`src/design/lcme_pkg.sv`:
```
// ----------------------------------------------------------------------------
// lcme_pkg: shared types and constants of the latency cost model evaluator
// Widths of the datapath, configuration codes, status codes and the structs
// handed from cell to cell along the chain.
// ----------------------------------------------------------------------------
package lcme_pkg;

  localparam int LENGTH_BITS = 16;
  localparam int COEFF_W     = 32;
  // multiplicand of the model terms (d^2, d*P)
  localparam int M_W   = 2 * LENGTH_BITS;
  localparam int P_W   = COEFF_W + M_W;
  localparam int SUM_W = P_W + 4;
  // linear root coefficient b and constant magnitude |c|
  localparam int B_W   = COEFF_W + LENGTH_BITS;
  localparam int HI_W  = B_W - COEFF_W;
  localparam int R_W   = B_W + 1;
  localparam int D_W   = 2 * R_W;
  localparam int A2_W  = COEFF_W + 1;

  localparam logic [COEFF_W-1:0]     TIME_MAX = '1;
  localparam logic [LENGTH_BITS-1:0] LEN_MAX  = '1;

  localparam int CFG_IDX_W = 3;
  localparam logic [CFG_IDX_W-1:0] CFG_PREFILL_MODE   = 3'd0;
  localparam logic [CFG_IDX_W-1:0] CFG_PREFIX_PROFILE = 3'd1;
  localparam logic [CFG_IDX_W-1:0] CFG_COEFF_CONSTANT = 3'd2;
  localparam logic [CFG_IDX_W-1:0] CFG_COEFF_ONE      = 3'd3;
  localparam logic [CFG_IDX_W-1:0] CFG_COEFF_TWO      = 3'd4;
  localparam logic [CFG_IDX_W-1:0] CFG_COEFF_THREE    = 3'd5;
  localparam logic [CFG_IDX_W-1:0] CFG_COEFF_FOUR     = 3'd6;

  localparam logic KIND_PREDICT = 1'b0;

  typedef enum logic [2:0] {
    ST_OK          = 3'd0,
    ST_NO_ROOT     = 3'd1,
    ST_NEG_ROOT    = 3'd2,
    ST_NOT_PREFILL = 3'd3,
    ST_ZERO_LEAD   = 3'd4
  } status_t;

  typedef struct packed {
    logic               prefill_mode;
    logic               prefix_profile;
    logic [COEFF_W-1:0] coeff_constant;
    logic [COEFF_W-1:0] coeff_one;
    logic [COEFF_W-1:0] coeff_two;
    logic [COEFF_W-1:0] coeff_three;
    logic [COEFF_W-1:0] coeff_four;
  } cfg_t;

  typedef struct packed {
    logic                   vld;
    logic                   kind;
    logic [COEFF_W-1:0]     ptime;
    logic [LENGTH_BITS-1:0] pre;
    status_t                status;
  } tag_t;

  typedef struct packed {
    tag_t            tag;
    logic [D_W-1:0]  d;
    logic [R_W:0]    rem;
    logic [R_W-1:0]  root;
    logic [B_W-1:0]  b;
    logic [A2_W-1:0] a2;
  } sq_t;

  typedef struct packed {
    tag_t            tag;
    logic [R_W-1:0]  num;
    logic [A2_W-1:0] rem;
    logic [R_W-1:0]  q;
    logic [A2_W-1:0] dv;
  } dv_t;

  typedef struct packed {
    logic [COEFF_W-1:0]     ptime;
    logic [LENGTH_BITS-1:0] limit;
    status_t                status;
  } result_t;

endpackage

```
`src/design/lcme_sqrt_cell.sv`:
```
// ----------------------------------------------------------------------------
// lcme_sqrt_cell: one digit of the integer square root
// Brings in the next two radicand bits and decides one root bit.
// ----------------------------------------------------------------------------
module lcme_sqrt_cell (
  input  logic          clk,
  input  logic          rst_n,
  input  logic          adv,
  input  lcme_pkg::sq_t sq_i,
  output lcme_pkg::sq_t sq_o
);
  import lcme_pkg::*;

  sq_t            sq_r, sq_nxt;
  logic [R_W+2:0] trial_in, trial;
  logic           ge;

  always_comb begin
    trial_in = {sq_i.rem, sq_i.d[D_W-1 -: 2]};
    trial    = {1'b0, sq_i.root, 2'b01};
    ge       = trial_in >= trial;
    sq_nxt       = sq_i;
    sq_nxt.d     = sq_i.d << 2;
    sq_nxt.rem   = ge ? (R_W+1)'(trial_in - trial) : trial_in[R_W:0];
    sq_nxt.root  = {sq_i.root[R_W-2:0], ge};
  end

  always_ff @(posedge clk) begin
    if (!rst_n) begin
      sq_r <= '0;
    end else if (adv) begin
      sq_r <= sq_nxt;
    end
  end

  assign sq_o = sq_r;

endmodule

```
`config.mk`:
```
export PLATFORM = sky130hd
export DESIGN_NAME = lcme_sqrt_cell
export DESIGN_NICKNAME = d
export VERILOG_FILES = /design/src/design/lcme_pkg.sv /design/src/design/lcme_sqrt_cell.sv
export SDC_FILE = /design/constraint.sdc
export NUM_CORES = 1
export LEC_CHECK = 0
export BUFFER_PORTS_ARGS = -buffer_cell sky130_fd_sc_hd__buf_4
export CAP_MARGIN = 5
export CORE_AREA = 2 2 257 259
export CTS_CLUSTER_SIZE = 10
export DETAILED_ROUTE_END_ITERATION = 12
export DIE_AREA = 0 0 259 261
export PLACE_DENSITY = 0.56
export SETUP_SLACK_MARGIN = 0.3
export SLEW_MARGIN = 40
export SYNTH_ARGS = -nofsm -noshare
export SYNTH_HDL_FRONTEND = slang
export SYNTH_SLANG_ARGS = --single-unit
```
`constraint.sdc`:
```
create_clock -name clk -period 6.68 [get_ports clk]
set_input_delay 1.336 -clock clk [delete_from_list [all_inputs] [get_ports clk]]
set_output_delay 1.336 -clock clk [all_outputs]
set_load 0.02 [all_outputs]
```
After elaboration in Yosys (flattened, before gate mapping) --
Cells that the tools add are included.
Storage, ports and cells: bits in registers 329, input bits 334, output and inout port bits 331, word-level logic and storage cells 13
Operators by class: add/sub/neg operators 1, $lt $le $gt $ge 1, mux-type cells 1
Operators by type and width (count):
- 52-bit by 51-bit >= comparator with 1-bit output | 1
- 50-bit two-way mux | 1
- 50-bit subtractor | 1

Depth between registers and ports, before layout --
depth in word-level cells 2, mapped depth 14, mapped depth without buffers 11

Least setup slack after synthesis --
Ideal clock, no wire load.
kind input to register, start point input port sq_i[84] (netlist name), end point register sq_r (netlist bit sq_o[172]), library setup time 0.087 ns, data arrival time 3.781 ns, required time 6.593 ns, path slack 2.812 ns, stages on the path 11, buffers on the path 0, path through inv_1 > ha_1 > nand3_1 > a21oi_2 > o21ai_0 > a311o_1 > a211oi_1 > o221ai_1 > nor3_1 > mux2_2 > a221oi_2
On the way: cells in the longest elaborated chain, start to end 2, elaborated cells between the ends (all ways) 3, those cells by class 1 x add/sub; 1 x order compare; 1 x mux
Ends and longest elaborated chain:
- start, declared | line lcme_sqrt_cell.sv:9 | input lcme_pkg::sq_t sq_i,
- 50-bit subtractor or 52-bit by 51-bit >= comparator with 1-bit output (tied branches) | line lcme_sqrt_cell.sv:24, lcme_sqrt_cell.sv:21
- 50-bit two-way mux * | line lcme_sqrt_cell.sv:24 | sq_nxt.rem = ge ? (R_W+1)'(trial_in - trial) : trial_in[R_W:0];
- end signal, assigned | line lcme_sqrt_cell.sv:32 | sq_r <= sq_nxt;
- end, declared | line lcme_sqrt_cell.sv:14 | sq_t sq_r, sq_nxt;
Every way passes the cells marked *; elsewhere a longest branch is shown, timed or not. A chain may end at the register's enable or synchronous reset.

Worst setup path after layout --
Ends and elaborated chain as after synthesis.

==> results.txt <==
- Run status: finished clean
* Register area: 0.00659 mm^2
- Dividing the final minimum period by the clock period gives 68.3%.
- Worst slack at placement: 1.54 ns
- Residual DRC count: 0
- Initial core utilization: 23.7%
- Derived from the worst setup path, the maximum achievable clock frequency is 0.219 GHz.
- The pre-antenna-repair detailed-routing pass consisted of 5 iterations.
* Filler instances: 6,732
- The die covers 0.0676 mm^2.
- The die is 259 um wide.
- The clock tree synthesis step divided the H-tree into 2 levels.
* GRT Residual Overflow: 0
* Leakage power: 11.0 nW
- In this design, the largest share of critical-path delay is due to compound AO/OA/AOI/OAI gates.
- Leaving out fill and tap cells, the most frequent cell in the layout is buf_4.
* Antenna-violating nets left: 0
- The total count of hold-check failures in the final report was 0.
- Data arrives at the worst endpoint at 5.04 ns.
- Clock tree synthesis inserted a total of 43 buffers.
- CP max stage cell: a211oi_1
- The routed design has 62,000 um of wire.
- The floorplan step defined a core boundary enclosing 0.0650 mm^2.
* CP Class: in2reg
- The worst register-to-register path has a depth of 3.
* Share of the synthesized area in the top cell type: 42.6%
* Number of antenna violations at the first check in global routing: 8
- Share of power burned in registers: 37.9%
* Cell-by-cell trace of the critical path: buf_4, inv_1, ha_1, nand3_1, a21oi_2, o21ai_0, a311o_1, a211oi_1, o221ai_1, nor3_1, mux2_2, a221oi_2
- The clock network is responsible for 40.0% of the overall power.
* Number of logic stages on the critical path including buffering: 12
* Maximum Capacitance Violations: 0
* Number of sinks driven by the clock tree: 329
* IR Drop Worst-Case VDD: 0.185 mV
- Counting both buffers and inverters, the worst setup path holds a total of 2.
* Vias: 14,465
* WP data required: 7.15 ns
- Measured along the y axis, the die boundary spans 261 um.
* Number of pins with negative max-slew slack in the final report: 0
- Proportion of synthesized chip area in sequential cells: 42.6%
- Crit path time final: 4.56 ns
- Input and output buffers added on the ports amount to 662.
* Final critical-path setup slack: 2.12 ns
* Switching pwr: 1.71 mW
- Clock-pin slew was measured on the worst setup and hold paths at 0.06 ns.
* Most used cells in the layout excluding fill and tap cells: buf_4 (664), nor2_1 (361), dfxtp_1 (329)
- Number of enable flip-flop cells after synthesis: 0
- Area contributors post-synth: dfxtp_1 (43%), mux2i_1 (19%), nor2_1 (8.8%), ha_1 (4.1%), a21oi_1 (2.7%)
* Largest net degree at the start of global routing: 164
- TritonCTS built the clock tree.
- The cell count after synthesis came out at 1,692.
- In this run the count of I/O pins placed on the die edge is 665.
- Deepest clock path buffer count: 3
- The largest single stage delay on the critical path is 0.53 ns.
* Share of cells above drive strength 1: 33.9%
- Buffers inserted during post-CTS setup optimization: 0
* Final TNS setup: 0 ns
- Area leader, netlist: dfxtp_1
- Clock tree synthesis selected as its root buffer the cell clkbuf_16.
* Share of power burned in combinational logic: 22.2%
- In this run the worst path has a maximum fanout of 6.
- Net switching is 29.8% of the power.
- After synthesis, the netlist uses 75 different library cells.
* Endpoint type of the worst setup path: flop
- The first global-routing pass estimated 89,700 um of wire.
- Counting flops and latches in the post-synthesis netlist gives 329.
- Quantity of gates resized following cts: 0
* Post-route core utilization: 34.5%
* Setup repair after global routing missed its margin: false
- Buffers inserted to repair hold after CTS numbered 0.
- Actual transition at the worst max-transition pin: 0.909 ns
- Internal Power: 4.03 mW
- Netlist Area Pre-Place: 0.0154 mm^2
- Global placer's final weighted congestion: 0.901
- Vias per cell: 4.55
- Worst Setup Start Kind: primary input
- Average size of a mapped cell: 9.13 um^2
- After detailed routing, the average wire length per cell comes to 19.5 um.
- Classification of the worst-slack hold path: reg2reg
* Net count, final: 2,676
- Global routing consumed, over all layers together, 17.3% of the routing resources.
- Relative slew slack: 39.4%
- Worst-Skew Late Latency: 0.57 ns
* Cell depth of the worst hold path: 2
* Row count: 94
* First DRT Iteration DRCs: 710
- YS warnings: 0
* Via count of the first global-routing pass: 14,451
- Setup violations remaining at the end of the flow were counted as 0.
- Among all flip-flop cells after synthesis, the most frequent one is dfxtp_1.
- Counting flops with an async set or reset pin after synthesis yields a share of 0%.
- Clock skew on the completed layout was measured at 0 ns.
- Area Growth Syn to Fin: 45.4%
* Power density over cell area: 256 mW/mm^2
* Placed wire-length estimate: 48,000 um
* Final Total Pwr: 5.74 mW
- In the final layout, the multi-input gates occupy 0.00804 mm^2.
- Max FFs per register: 329
## power by group through the flow
stage	registers (mW)	logic (mW)	clock network, mW
global route	2.19	1.37	2.46
finish	2.17	1.27	2.30
global placement	2.21	1.27	0
CTS	2.18	1.28	2.38
floorplan	2.36	0.579	0
detailed placement	2.21	1.28	0
## layer usage
| layer | GRT usage, % | wire length [um] |
|---|---|---|
| met4 | 5.06 | 1570 |
| met1 | 20.2 | 24100 |
| met5 | 0 | 71 |
| met2 | 30.3 | 31200 |
| met3 | 5.52 | 5060 |
## cells by family after synthesis
family                   count (synthesis)  share of synthesized area (%)
adder cells (fa/ha/maj)                 51                           4.13
AO/OA/AOI/OAI                          260                           12.2
multiplexers                           300                           19.5
buffers and inverters                  190                           5.29
other                                    1                         0.0243
flip-flops                             329                           42.6
AND/OR/NAND/NOR                        527                           14.3
XOR/XNOR                                34                           1.93
## worst reg2reg max path: cells and delay by family (launching register included)
kind / cells / cell delay (ns)
AOI/OAI and AO/OA: 3 / 0.49
DFF: 1 / 0.35
## cell usage after synthesis (14+ instances only)
| library cell | number |
|---|---|
| o21ai_0 | 40 |
| a211oi_1 | 16 |
| dfxtp_1 | 329 |
| inv_1 | 71 |
| a21oi_1 | 82 |
| clkbuf_1 | 68 |
| nand2_1 | 72 |
| a311oi_2 | 15 |
| a21o_1 | 29 |
| xor2_1 | 14 |
| mux2i_1 | 294 |
| nor2_1 | 361 |
| ha_1 | 51 |
| nand3_1 | 17 |
| nand4_1 | 24 |
| buf_1 | 26 |
| xnor2_1 | 20 |
## final cells by class
type	count	area share [%]
Clock buffer	54	5.15
Timing Repair Buffer	670	22.7
Sequential cell	329	29.3
Multi-Input combinational cell	1174	35.8
Antenna cell	2	0.0223
Inverter	73	1.28
Tap cell	864	4.81
Clock inverter	12	0.919
## final timing paths
check	slack, ns	to	startpoint
max	2.12	sq_o[172]$_SDFFE_PN0P_	sq_i[84]
min reg2reg	0.49	sq_o[141]$_SDFFE_PN0P_	sq_o[141]$_SDFFE_PN0P_
max reg2reg	5.76	sq_o[175]$_SDFFE_PN0P_	sq_o[175]$_SDFFE_PN0P_
min	0.49	sq_o[141]$_SDFFE_PN0P_	sq_o[141]$_SDFFE_PN0P_
## stage by stage
step / instance area [um^2] / hold WS [ns] / cells
floorplan: 15400 / 0.557 / 1693
global placement: 21000 / 0.466 / 3109
detailed placement: 21100 / 0.480 / 3110
CTS: 22500 / 0.489 / 3176
global route: 22500 / 0.504 / 3176
finish: 22500 / 0.491 / 3178
No activity file was read; power rests on OpenSTA's default activity.
