File: src/design/lcme_pkg.sv
// ----------------------------------------------------------------------------
// lcme_pkg: shared types and constants of the latency cost model evaluator
// Widths of the datapath, configuration codes, status codes and the structs
// handed from cell to cell along the chain.
// ----------------------------------------------------------------------------
package lcme_pkg;

  localparam int LENGTH_BITS = 16;
  localparam int COEFF_W     = 32;
  // multiplicand of the model terms (d^2, d*P)
  localparam int M_W   = 2 * LENGTH_BITS;
  localparam int P_W   = COEFF_W + M_W;
  localparam int SUM_W = P_W + 4;
  // linear root coefficient b and constant magnitude |c|
  localparam int B_W   = COEFF_W + LENGTH_BITS;
  localparam int HI_W  = B_W - COEFF_W;
  localparam int R_W   = B_W + 1;
  localparam int D_W   = 2 * R_W;
  localparam int A2_W  = COEFF_W + 1;

  localparam logic [COEFF_W-1:0]     TIME_MAX = '1;
  localparam logic [LENGTH_BITS-1:0] LEN_MAX  = '1;

  localparam int CFG_IDX_W = 3;
  localparam logic [CFG_IDX_W-1:0] CFG_PREFILL_MODE   = 3'd0;
  localparam logic [CFG_IDX_W-1:0] CFG_PREFIX_PROFILE = 3'd1;
  localparam logic [CFG_IDX_W-1:0] CFG_COEFF_CONSTANT = 3'd2;
  localparam logic [CFG_IDX_W-1:0] CFG_COEFF_ONE      = 3'd3;
  localparam logic [CFG_IDX_W-1:0] CFG_COEFF_TWO      = 3'd4;
  localparam logic [CFG_IDX_W-1:0] CFG_COEFF_THREE    = 3'd5;
  localparam logic [CFG_IDX_W-1:0] CFG_COEFF_FOUR     = 3'd6;

  localparam logic KIND_PREDICT = 1'b0;

  typedef enum logic [2:0] {
    ST_OK          = 3'd0,
    ST_NO_ROOT     = 3'd1,
    ST_NEG_ROOT    = 3'd2,
    ST_NOT_PREFILL = 3'd3,
    ST_ZERO_LEAD   = 3'd4
  } status_t;

  typedef struct packed {
    logic               prefill_mode;
    logic               prefix_profile;
    logic [COEFF_W-1:0] coeff_constant;
    logic [COEFF_W-1:0] coeff_one;
    logic [COEFF_W-1:0] coeff_two;
    logic [COEFF_W-1:0] coeff_three;
    logic [COEFF_W-1:0] coeff_four;
  } cfg_t;

  typedef struct packed {
    logic                   vld;
    logic                   kind;
    logic [COEFF_W-1:0]     ptime;
    logic [LENGTH_BITS-1:0] pre;
    status_t                status;
  } tag_t;

  typedef struct packed {
    tag_t            tag;
    logic [D_W-1:0]  d;
    logic [R_W:0]    rem;
    logic [R_W-1:0]  root;
    logic [B_W-1:0]  b;
    logic [A2_W-1:0] a2;
  } sq_t;

  typedef struct packed {
    tag_t            tag;
    logic [R_W-1:0]  num;
    logic [A2_W-1:0] rem;
    logic [R_W-1:0]  q;
    logic [A2_W-1:0] dv;
  } dv_t;

  typedef struct packed {
    logic [COEFF_W-1:0]     ptime;
    logic [LENGTH_BITS-1:0] limit;
    status_t                status;
  } result_t;

endpackage

File: src/design/lcme_out.sv
// ----------------------------------------------------------------------------
// lcme_out: token limit, result assembly and output skid buffer
// Two-entry buffer keeps the chain moving while a result waits.
// ----------------------------------------------------------------------------
module lcme_out (
  input  logic                            clk,
  input  logic                            rst_n,
  input  lcme_pkg::dv_t                   dv_i,
  output logic                            adv,
  output logic                            out_valid,
  input  logic                            out_ready,
  output logic [lcme_pkg::COEFF_W-1:0]    out_predicted_time,
  output logic [lcme_pkg::LENGTH_BITS-1:0] out_token_limit,
  output logic [2:0]                      out_status
);
  import lcme_pkg::*;

  result_t        ent0_r, ent1_r, res;
  logic [1:0]     count_r;
  logic [R_W:0]   sum;
  logic           push, pop, wr_idx;

  always_comb begin
    sum = (R_W+1)'(dv_i.q) + (R_W+1)'(dv_i.tag.pre);
    res.ptime  = dv_i.tag.ptime;
    res.status = dv_i.tag.status;
    if (dv_i.tag.kind == KIND_PREDICT)
      res.limit = '0;
    else if (dv_i.tag.status != ST_OK)
      res.limit = dv_i.tag.pre;
    else if (sum > (R_W+1)'(LEN_MAX))
      res.limit = LEN_MAX;
    else
      res.limit = sum[LENGTH_BITS-1:0];
  end

  // hold the chain on the buffer count and the chain-end valid alone, so out_ready never reaches in_ready
  assign out_valid = (count_r != 2'd0);
  assign pop       = out_valid && out_ready;
  assign adv       = !dv_i.tag.vld || (count_r != 2'd2);
  assign push      = dv_i.tag.vld && adv;
  assign wr_idx    = ((count_r - {1'b0, pop}) != 2'd0);

  always_ff @(posedge clk) begin
    if (!rst_n) begin
      count_r <= 2'd0;
    end else begin
      count_r <= count_r + {1'b0, push} - {1'b0, pop};
    end
  end

  always_ff @(posedge clk) begin
    if (push && !wr_idx) begin
      ent0_r <= res;
    end else if (pop) begin
      ent0_r <= ent1_r;
    end
    if (push && wr_idx) begin
      ent1_r <= res;
    end
  end

  assign out_predicted_time = ent0_r.ptime;
  assign out_token_limit    = ent0_r.limit;
  assign out_status         = ent0_r.status;

endmodule

File: config.mk
export PLATFORM = sky130hd
export DESIGN_NAME = lcme_out
export DESIGN_NICKNAME = d
export VERILOG_FILES = /design/src/design/lcme_pkg.sv /design/src/design/lcme_out.sv
export SDC_FILE = /design/constraint.sdc
export NUM_CORES = 1
export LEC_CHECK = 0
export BUFFER_PORTS_ARGS = -buffer_cell sky130_fd_sc_hd__buf_2
export CORE_MARGIN = 4
export CORE_UTILIZATION = 30
export CTS_CLUSTER_SIZE = 28
export DETAILED_ROUTE_END_ITERATION = 8
export HOLD_SLACK_MARGIN = 0.15
export MAX_ROUTING_LAYER = met4
export SYNTH_ARGS = -nofsm -noshare
export SYNTH_HDL_FRONTEND = slang
export SYNTH_SLANG_ARGS = --single-unit
export TNS_END_PERCENT = 1
File: constraint.sdc
create_clock -name clk -period 10.3 [get_ports clk]
set_input_delay 1.03 -clock clk [delete_from_list [all_inputs] [get_ports clk]]
set_output_delay 1.03 -clock clk [all_outputs]
set_load 0.05 [all_outputs]
# Word-level counts from Yosys, hierarchy flattened
# Index checks and enable logic that the tools add are counted.
[classes]
n_addsub = 4
order_cmp = 1
eq_ne = 1
muxes = 5
n_reduce_logical = 11
[op_table]
columns = ["cell", "n"]
rows = [
  ["$mux 51", 2],
  ["$add 49x16->50", 1],
  ["$gt 50x16->1 const B", 1],
  ["$mux 16", 3],
  ["$reduce_bool 2->1", 3],
  ["$logic_and 1x1->1", 4],
  ["$sub 2x1->2", 2],
  ["$reduce_bool 3->1", 1],
  ["$add 2x1->2", 1],
  ["$logic_not 1->1", 2],
  ["$ne 2x2->1 const B", 1],
  ["$logic_or 1x1->1", 1],
]
[word_totals]
reg_bits = 104
inputBits = 220
out_inout_bits = 53
wordCells = 29

# Longest topological paths before layout
[depth]
word_depth = 7
depth_mapped = 15
mapped_depth_nobuf = 13

# Least setup slack after synthesis
# No wires, ideal clock.
[synth_path]
path_type = "input to register"
startpoint = "input dv_i[33] (netlist name)"
endpoint = "register ent0_r (netlist bit out_token_limit[10]), data pin"
setup_ns = 0.274
arrival_time_ns = 3.959
required_ns = 10.026
setup_slack_ns = 6.067
cell_stages = 15
n_path_buf = 2
cell_sequence = "ha_1 > inv_1 > fa_1 > nand2b_1 > a21oi_1 > o311ai_2 > a21oi_2 > a21boi_2 > or3_1 > a221o_1 > nor4_4 > and3b_1 > buf_6 > buf_6 > a31oi_1"
[synth_via]
elab_chain_cells = 6
[synth_rtl]
columns = ["item", "line_no", "source"]
rows = [
  ["from (decl)", "lcme_out.sv:8", "input lcme_pkg::dv_t dv_i,"],
  ["$add 49x16->50 *", "lcme_out.sv:24", "sum = (R_W+1)'(dv_i.q) + (R_W+1)'(dv_i.tag.pre);"],
  ["$gt 50x16->1", "lcme_out.sv:31", "else if (sum > (R_W+1)'(LEN_MAX))"],
  ["$mux 16 *", "lcme_out.sv:31", ""],
  ["$mux 16 *", "lcme_out.sv:29", "else if (dv_i.tag.status != ST_OK)"],
  ["$mux 16 *", "lcme_out.sv:27", "if (dv_i.tag.kind == KIND_PREDICT)"],
  ["$mux 51 *", "lcme_out.sv:53", "if (push && !wr_idx) begin"],
  ["to (signal assigned)", "lcme_out.sv:54", "ent0_r <= res;"],
  ["to (signal assigned)", "lcme_out.sv:56", "ent0_r <= ent1_r;"],
  ["to (decl)", "lcme_out.sv:18", "result_t ent0_r, ent1_r, res;"],
]
# Every way passes the cells marked *; elsewhere a longest branch is shown, timed or not.
# A chain may end at the register's enable or synchronous reset.

# Final worst setup path
[layout_path]
startpoint = "input dv_i[167] (netlist name)"
endpoint = "register ent0_r (netlist bit out_token_limit[15]), data pin"
# The elaborated chain is that of the path after synthesis.

==> results.txt <==
drt wl/cell -> 18.1 um
Synth area leaders -> edfxtp_1 (50%), mux2_2 (7.0%), ha_1 (3.7%)
Final setup viols -> 0
Synth Area per Inst -> 11.3 sq um
Die Footprint -> 22700 sq um
Cells after DPL -> 950
Final Cycle Share -> 0.498
Fmax -> 195 MHz
cell taking the most area after synthesis -> edfxtp_1
antenna cell count -> 0
Yosys warning count -> 0
Post-DP HPWL -> 13.5 mm
RSZ-0062 raised after global routing -> false
Critical-path top delay cell -> and3b_1
Final WS setup -> 5180 ps
Rel. slew slack -> 0.318
Final Skew -> 9.56 ps
WS Path Type -> in -> reg
CTS buffer count -> 9
initial drt markers -> 358
Synth Area in Compound Gates -> 0.170
Slew Limit Fails -> 0
vias per inst -> 5.24
DRC Markers -> 0
grt total ovfl -> 0
Final #Nets -> 935
Worst EP arrival -> 5150 ps
layout cell share with drive strength beyond 1 -> 0.340
Leak -> 2.73 nW
status -> finished clean
clk_lat worst skew -> 340 ps
ys flop type -> edfxtp_1
Area growth syn-to-layout -> 22.1%
die width -> 151 um
largest net degree at the start of global routing -> 78
number of buffers added on ports -> 157
critical path, cell by cell -> buf_2 -> ha_1 -> inv_1 -> fa_1 -> nand2b_1 -> a21oi_1 -> o311ai_2 -> a21oi_2 -> a21boi_2 -> or3_1 -> a221o_1 -> nor4_4 -> and3b_1 -> a31oi_1
Netlist cell types -> 81
Core Rows -> 51
post_cts resized -> 0
pwr dens -> 202 nW/um^2
Initial Utilization -> 0.309
CTS hold repair buffers -> 0
Chip Height -> 151 um
CP startpoint kind -> input port
total power draw -> 0.00151 W
Adder-Cell Fraction of Synth Area -> 0.0401
Critical Path Sink Type -> flip-flop
Root Driver -> clkbuf_16
most common cell in the netlist -> edfxtp_1
worst min path class -> reg -> reg
Post-synth top cells -> edfxtp_1 (102), nand2_1 (48), o21ai_0 (41), mux2_2 (38), a21oi_1 (36)
Seq cells post-synth -> 104
largest stage delay on the critical path -> 880 ps
asr flop ratio synth -> 0
simple-gate share of the synthesized area -> 0.151
Synth top area share -> 0.501
Total GRT Usage -> 0.153
Post-Syn Area -> 6120 sq um
largest family of logic cells by synthesized area -> compound AO/OA/AOI/OAI gates
worst endpoint required time -> 10330 ps
number of setup buffers added after CTS -> 0
crit-path max FO -> 26
CTS Buffer Depth -> 2
CP bufs+invs -> 2
gpl congestion -> 0.949
TritonCTS clock tree -> yes
setup TNS -> 0 ps
first-pass GRT wire length -> 26.4 mm
Tightest Pin Transition -> 1020 ps
Sink Count -> 104
DRT antenna net count -> 0
Final Instance Count excl. Fillers -> 966
Routed WL -> 17.5 mm
Post-synth EDFFs -> 102
htree depth -> 3
vias in the first global route -> 4764
xor and xnor area share after synthesis -> 0.0329
Ports -> 273
max_cap viols -> 0
minimum clock period after layout -> 5120 ps
sequential area share after synthesis -> 0.507
initial antenna violation count -> 0
Worst VDD drop -> 0.0790 mV
utilization after layout -> 0.377
Hold Violations, Final -> 0
DR pass1 iterations -> 5
clock-pin transition on the worst setup and hold timing paths -> 70 ps
Synth Net Count -> 781
Synth Instances -> 542
mux cell area share after synthesis -> 0.0749
delay-heaviest family, CP -> simple AND/OR/NAND/NOR gates
core box area -> 19800 sq um
Via Count -> 5066
Setup WS pre-CTS -> 4920 ps
cell usage in the layout (no fill, tap or decap), types with 18 or more instances in the layout:
| cell | instances |
|---|---|
| a21oi_1 | 35 |
| buf_2 | 157 |
| edfxtp_1 | 102 |
| ha_1 | 18 |
| mux2_2 | 38 |
| nand2_1 | 48 |
| nand4_1 | 18 |
| nor2_1 | 25 |
| nor3_1 | 21 |
| o21ai_0 | 41 |
through the flow:
stage               hold slack [ps]  area [sq um]
CTS                             547          7470
floorplan                       525          6120
global placement                525          7180
detailed placement              534          7180
global route                    566          7470
finish                          545          7470
worst paths after layout:
check	start	end	slack, ps	cells after the start
hold reg to reg	ent1_r[43]$_DFFE_PP_	out_predicted_time[24]$_DFFE_PP_	540	1
hold / removal	ent1_r[43]$_DFFE_PP_	out_predicted_time[24]$_DFFE_PP_	540	1
setup reg to reg	count_r[1]$_SDFF_PN0_	out_predicted_time[29]$_DFFE_PP_	7690	5
setup / recovery	dv_i[167]	out_token_limit[15]$_DFFE_PP_	5180	14
layout make-up:
type                            count  area [sq um]
Fill cell                        1997         12300
Sequential cell                   104          3100
Multi-Input combinational cell    408          2880
Timing Repair Buffer              161           816
Tap cell                          265           332
Clock buffer                        9           225
Clock inverter                      7          65.1
Inverter                           12          45.0
registers in the layout, summed over array words and instances (netlist names):
register and flops:
out_token_limit 16, out_status 3, count_r 2, ent1_r 51, out_predicted_time 32
report_power, final:
group / switching, W / internal [W]
Sequential: 0.0000205 / 0.000584
Clock: 0.000158 / 0.000169
Combinational: 0.000424 / 0.000153
Total: 0.000603 / 0.000905
cells by family (layout without fill, tap and decap cells):
| logic type | count (synthesis) | in the layout |
|---|---|---|
| AOI/OAI and AO/OA | 154 | 154 |
| muxes | 41 | 41 |
| DFF | 104 | 104 |
| xor gates and xnor gates | 23 | 23 |
| adders and majority gates | 19 | 19 |
| buffers and inverters | 30 | 189 |
| and+or+nand+nor | 171 | 171 |
routing by layer:
metal	global-route usage	part of all wire	vias to the layer above
met2	0.238	0.46	233
met1	0.211	0.44	2365
met5	-	0	-
met3	0.0248	0.085	18
met4	0.0403	0.014	0
li1	-	-	2450
Note: power is estimated with default switching activity, not from simulation.
