## src/design/lcme_pkg.sv

```systemverilog
// ----------------------------------------------------------------------------
// lcme_pkg: shared types and constants of the latency cost model evaluator
// Widths of the datapath, configuration codes, status codes and the structs
// handed from cell to cell along the chain.
// ----------------------------------------------------------------------------
package lcme_pkg;

  localparam int LENGTH_BITS = 16;
  localparam int COEFF_W     = 32;
  // multiplicand of the model terms (d^2, d*P)
  localparam int M_W   = 2 * LENGTH_BITS;
  localparam int P_W   = COEFF_W + M_W;
  localparam int SUM_W = P_W + 4;
  // linear root coefficient b and constant magnitude |c|
  localparam int B_W   = COEFF_W + LENGTH_BITS;
  localparam int HI_W  = B_W - COEFF_W;
  localparam int R_W   = B_W + 1;
  localparam int D_W   = 2 * R_W;
  localparam int A2_W  = COEFF_W + 1;

  localparam logic [COEFF_W-1:0]     TIME_MAX = '1;
  localparam logic [LENGTH_BITS-1:0] LEN_MAX  = '1;

  localparam int CFG_IDX_W = 3;
  localparam logic [CFG_IDX_W-1:0] CFG_PREFILL_MODE   = 3'd0;
  localparam logic [CFG_IDX_W-1:0] CFG_PREFIX_PROFILE = 3'd1;
  localparam logic [CFG_IDX_W-1:0] CFG_COEFF_CONSTANT = 3'd2;
  localparam logic [CFG_IDX_W-1:0] CFG_COEFF_ONE      = 3'd3;
  localparam logic [CFG_IDX_W-1:0] CFG_COEFF_TWO      = 3'd4;
  localparam logic [CFG_IDX_W-1:0] CFG_COEFF_THREE    = 3'd5;
  localparam logic [CFG_IDX_W-1:0] CFG_COEFF_FOUR     = 3'd6;

  localparam logic KIND_PREDICT = 1'b0;

  typedef enum logic [2:0] {
    ST_OK          = 3'd0,
    ST_NO_ROOT     = 3'd1,
    ST_NEG_ROOT    = 3'd2,
    ST_NOT_PREFILL = 3'd3,
    ST_ZERO_LEAD   = 3'd4
  } status_t;

  typedef struct packed {
    logic               prefill_mode;
    logic               prefix_profile;
    logic [COEFF_W-1:0] coeff_constant;
    logic [COEFF_W-1:0] coeff_one;
    logic [COEFF_W-1:0] coeff_two;
    logic [COEFF_W-1:0] coeff_three;
    logic [COEFF_W-1:0] coeff_four;
  } cfg_t;

  typedef struct packed {
    logic                   vld;
    logic                   kind;
    logic [COEFF_W-1:0]     ptime;
    logic [LENGTH_BITS-1:0] pre;
    status_t                status;
  } tag_t;

  typedef struct packed {
    tag_t            tag;
    logic [D_W-1:0]  d;
    logic [R_W:0]    rem;
    logic [R_W-1:0]  root;
    logic [B_W-1:0]  b;
    logic [A2_W-1:0] a2;
  } sq_t;

  typedef struct packed {
    tag_t            tag;
    logic [R_W-1:0]  num;
    logic [A2_W-1:0] rem;
    logic [R_W-1:0]  q;
    logic [A2_W-1:0] dv;
  } dv_t;

  typedef struct packed {
    logic [COEFF_W-1:0]     ptime;
    logic [LENGTH_BITS-1:0] limit;
    status_t                status;
  } result_t;

endpackage

```

## src/design/lcme_div_cell.sv

```systemverilog
// ----------------------------------------------------------------------------
// lcme_div_cell: one quotient bit of the restoring divider
// Shifts in the next dividend bit and subtracts the divisor when it fits.
// ----------------------------------------------------------------------------
module lcme_div_cell (
  input  logic          clk,
  input  logic          rst_n,
  input  logic          adv,
  input  lcme_pkg::dv_t dv_i,
  output lcme_pkg::dv_t dv_o
);
  import lcme_pkg::*;

  dv_t           dv_r, dv_nxt;
  logic [A2_W:0] part, diff;
  logic          ge;

  always_comb begin
    part = {dv_i.rem, dv_i.num[R_W-1]};
    ge   = part >= {1'b0, dv_i.dv};
    diff = part - {1'b0, dv_i.dv};
    dv_nxt     = dv_i;
    dv_nxt.num = dv_i.num << 1;
    dv_nxt.rem = ge ? diff[A2_W-1:0] : part[A2_W-1:0];
    dv_nxt.q   = {dv_i.q[R_W-2:0], ge};
  end

  always_ff @(posedge clk) begin
    if (!rst_n) begin
      dv_r <= '0;
    end else if (adv) begin
      dv_r <= dv_nxt;
    end
  end

  assign dv_o = dv_r;

endmodule

```

## config.mk

```make
export PLATFORM = sky130hd
export DESIGN_NAME = lcme_div_cell
export DESIGN_NICKNAME = d
export VERILOG_FILES = /design/src/design/lcme_pkg.sv /design/src/design/lcme_div_cell.sv
export SDC_FILE = /design/constraint.sdc
export NUM_CORES = 1
export LEC_CHECK = 0
export ABC_AREA = 1
export BUFFER_PORTS_ARGS = -buffer_cell sky130_fd_sc_hd__buf_2
export CAP_MARGIN = 20
export CORE_AREA = 2 2 168 170
export DETAILED_ROUTE_END_ITERATION = 6
export DIE_AREA = 0 0 170 172
export PLACE_DENSITY = 0.76
export SYNTH_ARGS = -nofsm -noshare
export SYNTH_HDL_FRONTEND = slang
export SYNTH_SLANG_ARGS = --single-unit
export TNS_END_PERCENT = 100
```

## constraint.sdc

```tcl
create_clock -name clk -period 4.92 [get_ports clk]
set_input_delay 0.984 -clock clk [delete_from_list [all_inputs] [get_ports clk]]
set_output_delay 0.984 -clock clk [all_outputs]
set_load 0.03 [all_outputs]
```

* Yosys cells after proc, flatten, opt, wreduce, memory -nomap -nowiden
Index checks and enable logic that the tools add are counted.
Word-level totals: register bits 216, bits of input ports 220, output and inout bits 217, logic and storage cells 12
Operators by class: add/subtract/negate cells 1, magnitude comparators 1, mux-type cells 1
Operators by type and width (count):
- $ge A34 B33 Y1 | 1
- $mux W33 | 1
- $sub A33 B33 Y33 | 1

* Logic depth before layout (Yosys ltp)
depth after elaboration 2, gate-level depth with buffers 18, depth with buffers taken out 17

* Worst setup path before layout
Ideal clock, no wire load.
path type input to register, start point in dv_i[163] (netlist name), end point reg dv_r (netlist bit dv_o[33]), library setup time 115 ps, arrival time 2552 ps, required time 4805 ps, path slack 2253 ps, stages 15, buffers on the path 1, path through inv_1 > ha_1 > inv_1 > fa_1 > nand3_1 > nand3_2 > nand2_1 > nand2_2 > nand2_4 > nand2_8 > inv_4 > buf_6 > nand2_1 > o211ai_1 > inv_2
Between the ends: longest elaborated chain between the ends 1
RTL lines:
- start, declared | line lcme_div_cell.sv:9 | input lcme_pkg::dv_t dv_i,
- $ge A34 B33 Y1 | line lcme_div_cell.sv:20 | ge = part >= {1'b0, dv_i.dv};
- end signal, assigned | line lcme_div_cell.sv:32 | dv_r <= dv_nxt;
- end, declared | line lcme_div_cell.sv:14 | dv_t dv_r, dv_nxt;
Every way passes these cells. A chain may end at the register's enable or synchronous reset.

* Worst setup path after layout
start point in dv_i[24] (netlist name), end point reg dv_r (netlist bit dv_o[101])
Between the ends: longest elaborated chain between the ends 2
RTL lines:
- $ge A34 B33 Y1 | line lcme_div_cell.sv:20
- $mux W33 | line lcme_div_cell.sv:24 | dv_nxt.rem = ge ? diff[A2_W-1:0] : part[A2_W-1:0];
Every way passes these cells.

==> flow_results.org <==
** Run status
- Status :: completed

** STA
- Relative slew slack :: 0.425
- Setup TNS :: 0 ps
- Setup violations remaining at the end of the flow were counted as 0.
- Number of max-slew violations in the final report :: 0
- The worst path needs just under 3000 ps of the cycle, external delays included.
- Share of the clock period used by the worst path after layout :: 0.591
- Hold is met by 467 ps.
- Setup repair after global routing left no endpoint under its margin.
- The number of hold-slack violations in the final timing report came to 0.
- Post-route clock skew :: 0 ps
- Slew of the pin with the lowest slew margin :: ~860 ps
- Achievable Freq :: 344 MHz

** CTS
- Number of buffers added for setup after CTS :: 0
- Clock tree root driver cell :: sky130_fd_sc_hd__clkbuf_16
- Clock latency on the worst-skew pair, taken at its later pin, is 520 ps.
- In this run the deepest clock path goes through 3 buffers.
- Clock-pin slew was measured on the worst setup and hold paths at 60 ps.
- In this run, post-CTS repair resized a total of 0 instances.
- Sinks on the clock net :: ~220
- Clock buffer count from CTS :: 24
- CTS tree :: built
- In this run the number of H-tree levels came out at 1.
- Count of hold buffers inserted by post-cts repair :: 0

** Final layout
- Count of filler cells inserted in the layout :: 2753
- In the final layout, the share of cells above drive strength 1 is 0.253.
- Once layout is complete, the cells apart from fillers number 2326.
- The finished cells cover 13600 µm².
- P&R area growth vs syn :: 30.6%
- Flip-flop count of the largest register after layout :: roughly 220
- At the end of the flow, the number of nets in the layout was 2214.

** Floorplanning
- Initial core utilization :: 0.379
- Die span in x :: 170 µm
- Measured along the y axis, the die boundary spans 172 µm.
- Standard-cell rows :: slightly above 60
- In this run the count of I/O pins placed on the die edge is around 440.
- The core region is about 27000 µm².
- The die covers 29200 µm².

** Synthesis
- Area share of the largest cell type after synthesis :: 0.415
- Number of synthesized register bits :: 216
- For this run, the number of Yosys warnings is 0.
- After synthesis, the netlist uses 36 different library cells.
- Sorting the synthesized cells by how often they occur yields 388 x sky130_fd_sc_hd__nor2_1, 300 x sky130_fd_sc_hd__nand2_1, 216 x sky130_fd_sc_hd__dfxtp_1.
- Yosys top cell by area :: sky130_fd_sc_hd__dfxtp_1
- Asr flop ratio synth :: 0
- Dividing the synthesized area by the synthesized cell count gives 6.63 µm².
- Yosys mapped a number of flops with a built-in enable equal to 0.
- Most instantiated flip-flop cell in the synthesis netlist :: sky130_fd_sc_hd__dfxtp_1
- The share of the Yosys chip area taken by registers is 0.415.
- The number of nets handed over by synthesis was between 1500 and 2000.
- After synthesis the cells add up to ~10000 µm².
- Sorting the synthesized cells by area gives the leading types as sky130_fd_sc_hd__dfxtp_1 42%, sky130_fd_sc_hd__nor2_1 14%, sky130_fd_sc_hd__nand2_1 11%, sky130_fd_sc_hd__o21ai_0 9.0%, sky130_fd_sc_hd__inv_1 6.2%.
- Mapped Cells :: 1571
- The most common cell in the synthesized netlist is sky130_fd_sc_hd__nor2_1.

** Routing
- # DRC :: 0
- The first routing iteration left 769 violations.
- The first TritonRoute pass finished after 6 iterations.
- Vias :: approximately 11000
- Drt wl/cell :: approximately 15 µm
- For this block, the routed nets add up to approximately 34000 µm of wire.
- After detailed routing, the number of vias per cell comes to slightly below 5.
- The count of nets left with antenna violations once routing finished came out at 0.

** Critical path
- Worst path slowest cell :: sky130_fd_sc_hd__ha_1
- Largest stage delay, worst path :: 410 ps
- The cell that appears most often on the critical path is sky130_fd_sc_hd__nand2_1.
- STA puts the critical path data required time at between 5000 and 6000 ps.
- Arrival time at the worst endpoint :: 3380 ps
- Crit path cell chain :: buf_2, inv_1, ha_1, nand2_2, inv_2, a21oi_2, nand2_1, nand2_1, nand2_1, nor2_4, nand2_8, inv_4, nand2_1, nand3_1, nand2_1, inv_1
- Critical path fanouts, max :: 36
- Critical path class :: in2reg
- Worst setup SP type :: primary input
- The worst setup path is captured at a register.

** Global route
- Number of antenna violations at the first check in global routing :: 2
- After global routing the overflow that remains totals 0.
- Via count of the first global-routing pass :: 10200
- Pin count of the biggest net entering global routing :: between 100 and 150
- Global-route total usage across every layer :: 0.215
- The first global-routing pass estimated approximately 50000 µm of wire.

** Pwr
- IR analysis of the VDD net gives a maximum drop of 343 µV.
- Total design power :: about 4.9 mW
- Summed over all cells, the static leakage comes to roughly 7.5 nW.
- Power Density :: 361 nW/µm²

** Place
- Counting tap cells, the placed design contains a total of 2279 instances.
- Port bufs :: 434
- Global placer's final weighted congestion :: 0.942
- The placed instances occupy a cell area of 12700 µm².
- The wire-length estimate of the detail-placed layout is 25300 µm.

** Hold path
- The worst hold path belongs to the class reg2reg.

** Flow run
- Max capacitance violation total :: 0
==> area by class of cell <==
cell class	count	area [µm²]	area share
Timing Repair Buffer	439	2250	0.166
Clock inverter	8	95.1	0.00699
Inverter	178	673	0.0495
Antenna cell	2	5.00	0.000368
Tap cell	346	433	0.0318
Multi-Input combinational cell	1101	5090	0.374
Sequential cell	216	4320	0.318
Clock buffer	36	727	0.0535
==> placed cells by master (no fill, tap or decap), types with 3 or more instances in the layout <==
cell type                   Yosys  routed
sky130_fd_sc_hd__nand3b_1       7       7
sky130_fd_sc_hd__ha_1          33      33
sky130_fd_sc_hd__nand3_1       68      68
sky130_fd_sc_hd__buf_2          0     432
sky130_fd_sc_hd__clkbuf_8       0       6
sky130_fd_sc_hd__a21oi_1       62      62
sky130_fd_sc_hd__o21bai_1       4       4
sky130_fd_sc_hd__nor2_1       388     388
sky130_fd_sc_hd__buf_4          1       4
sky130_fd_sc_hd__o21ai_0      188     188
sky130_fd_sc_hd__clkbuf_16      0      25
sky130_fd_sc_hd__nor2_4         4       4
sky130_fd_sc_hd__clkbuf_1      63       5
sky130_fd_sc_hd__inv_2          4       4
sky130_fd_sc_hd__nor3_1         4       4
sky130_fd_sc_hd__nand4_1        3       3
sky130_fd_sc_hd__xor2_1        15      15
sky130_fd_sc_hd__nand2_1      300     300
sky130_fd_sc_hd__clkinv_2       0       4
sky130_fd_sc_hd__dfxtp_1      216     216
sky130_fd_sc_hd__nand2_2        6       6
sky130_fd_sc_hd__inv_1        171     171
==> metal layers <==
layer	routed length [µm]	up-vias	GRT usage
li1	-	5685	-
met2	15500	444	0.359
met3	2740	88	0.0510
met4	1270	0	0.0788
met5	0	-	0
met1	14500	5030	0.271
==> cells by family (layout without fill, tap and decap cells) <==
logic type | Yosys count | in the layout | share of synthesized area
flops | 216 | 216 | 0.415
other cells | 1 | 3 | 0.000360
fa+ha+maj | 34 | 34 | 0.0416
compound gates | 259 | 259 | 0.127
xor+xnor | 17 | 17 | 0.0143
simple gates | 790 | 790 | 0.306
buf+inv | 254 | 661 | 0.0958
==> final timing paths <==
check / cells after the start / end / slack, ps / startpoint
max: 16 / dv_o[101]$_SDFFE_PN0P_ / 2010 / dv_i[24]
min: 2 / dv_o[107]$_SDFFE_PN0P_ / 470 / dv_o[107]$_SDFFE_PN0P_
max reg2reg: 2 / dv_o[15]$_SDFFE_PN0P_ / 4180 / dv_o[15]$_SDFFE_PN0P_
min reg2reg: 2 / dv_o[107]$_SDFFE_PN0P_ / 470 / dv_o[107]$_SDFFE_PN0P_
==> worst max-delay path: cells and delay by family <==
family / cells / cell delay (ps)
AOI/OAI and AO/OA: 1 / 170
buffers and inverters: 5 / 510
adders and majority gates: 1 / 410
and+or+nand+nor: 9 / 1280
==> through the flow <==
stage,setup WS (ps),utilization
floorplan,2250,-
global placement,1590,0.464
detailed placement,1530,0.464
CTS,2070,0.494
global route,1820,0.495
finish,2010,0.495
==> power breakdown <==
part | total, mW | switching, mW | leakage, nW | internal (mW)
Combinational | 1.12 | 0.769 | 5.34 | 0.350
Clock | 1.85 | 0.731 | 0.401 | 1.12
Sequential | 1.94 | 0.0603 | 1.80 | 1.88
Power figures use the tool's default switching activity.
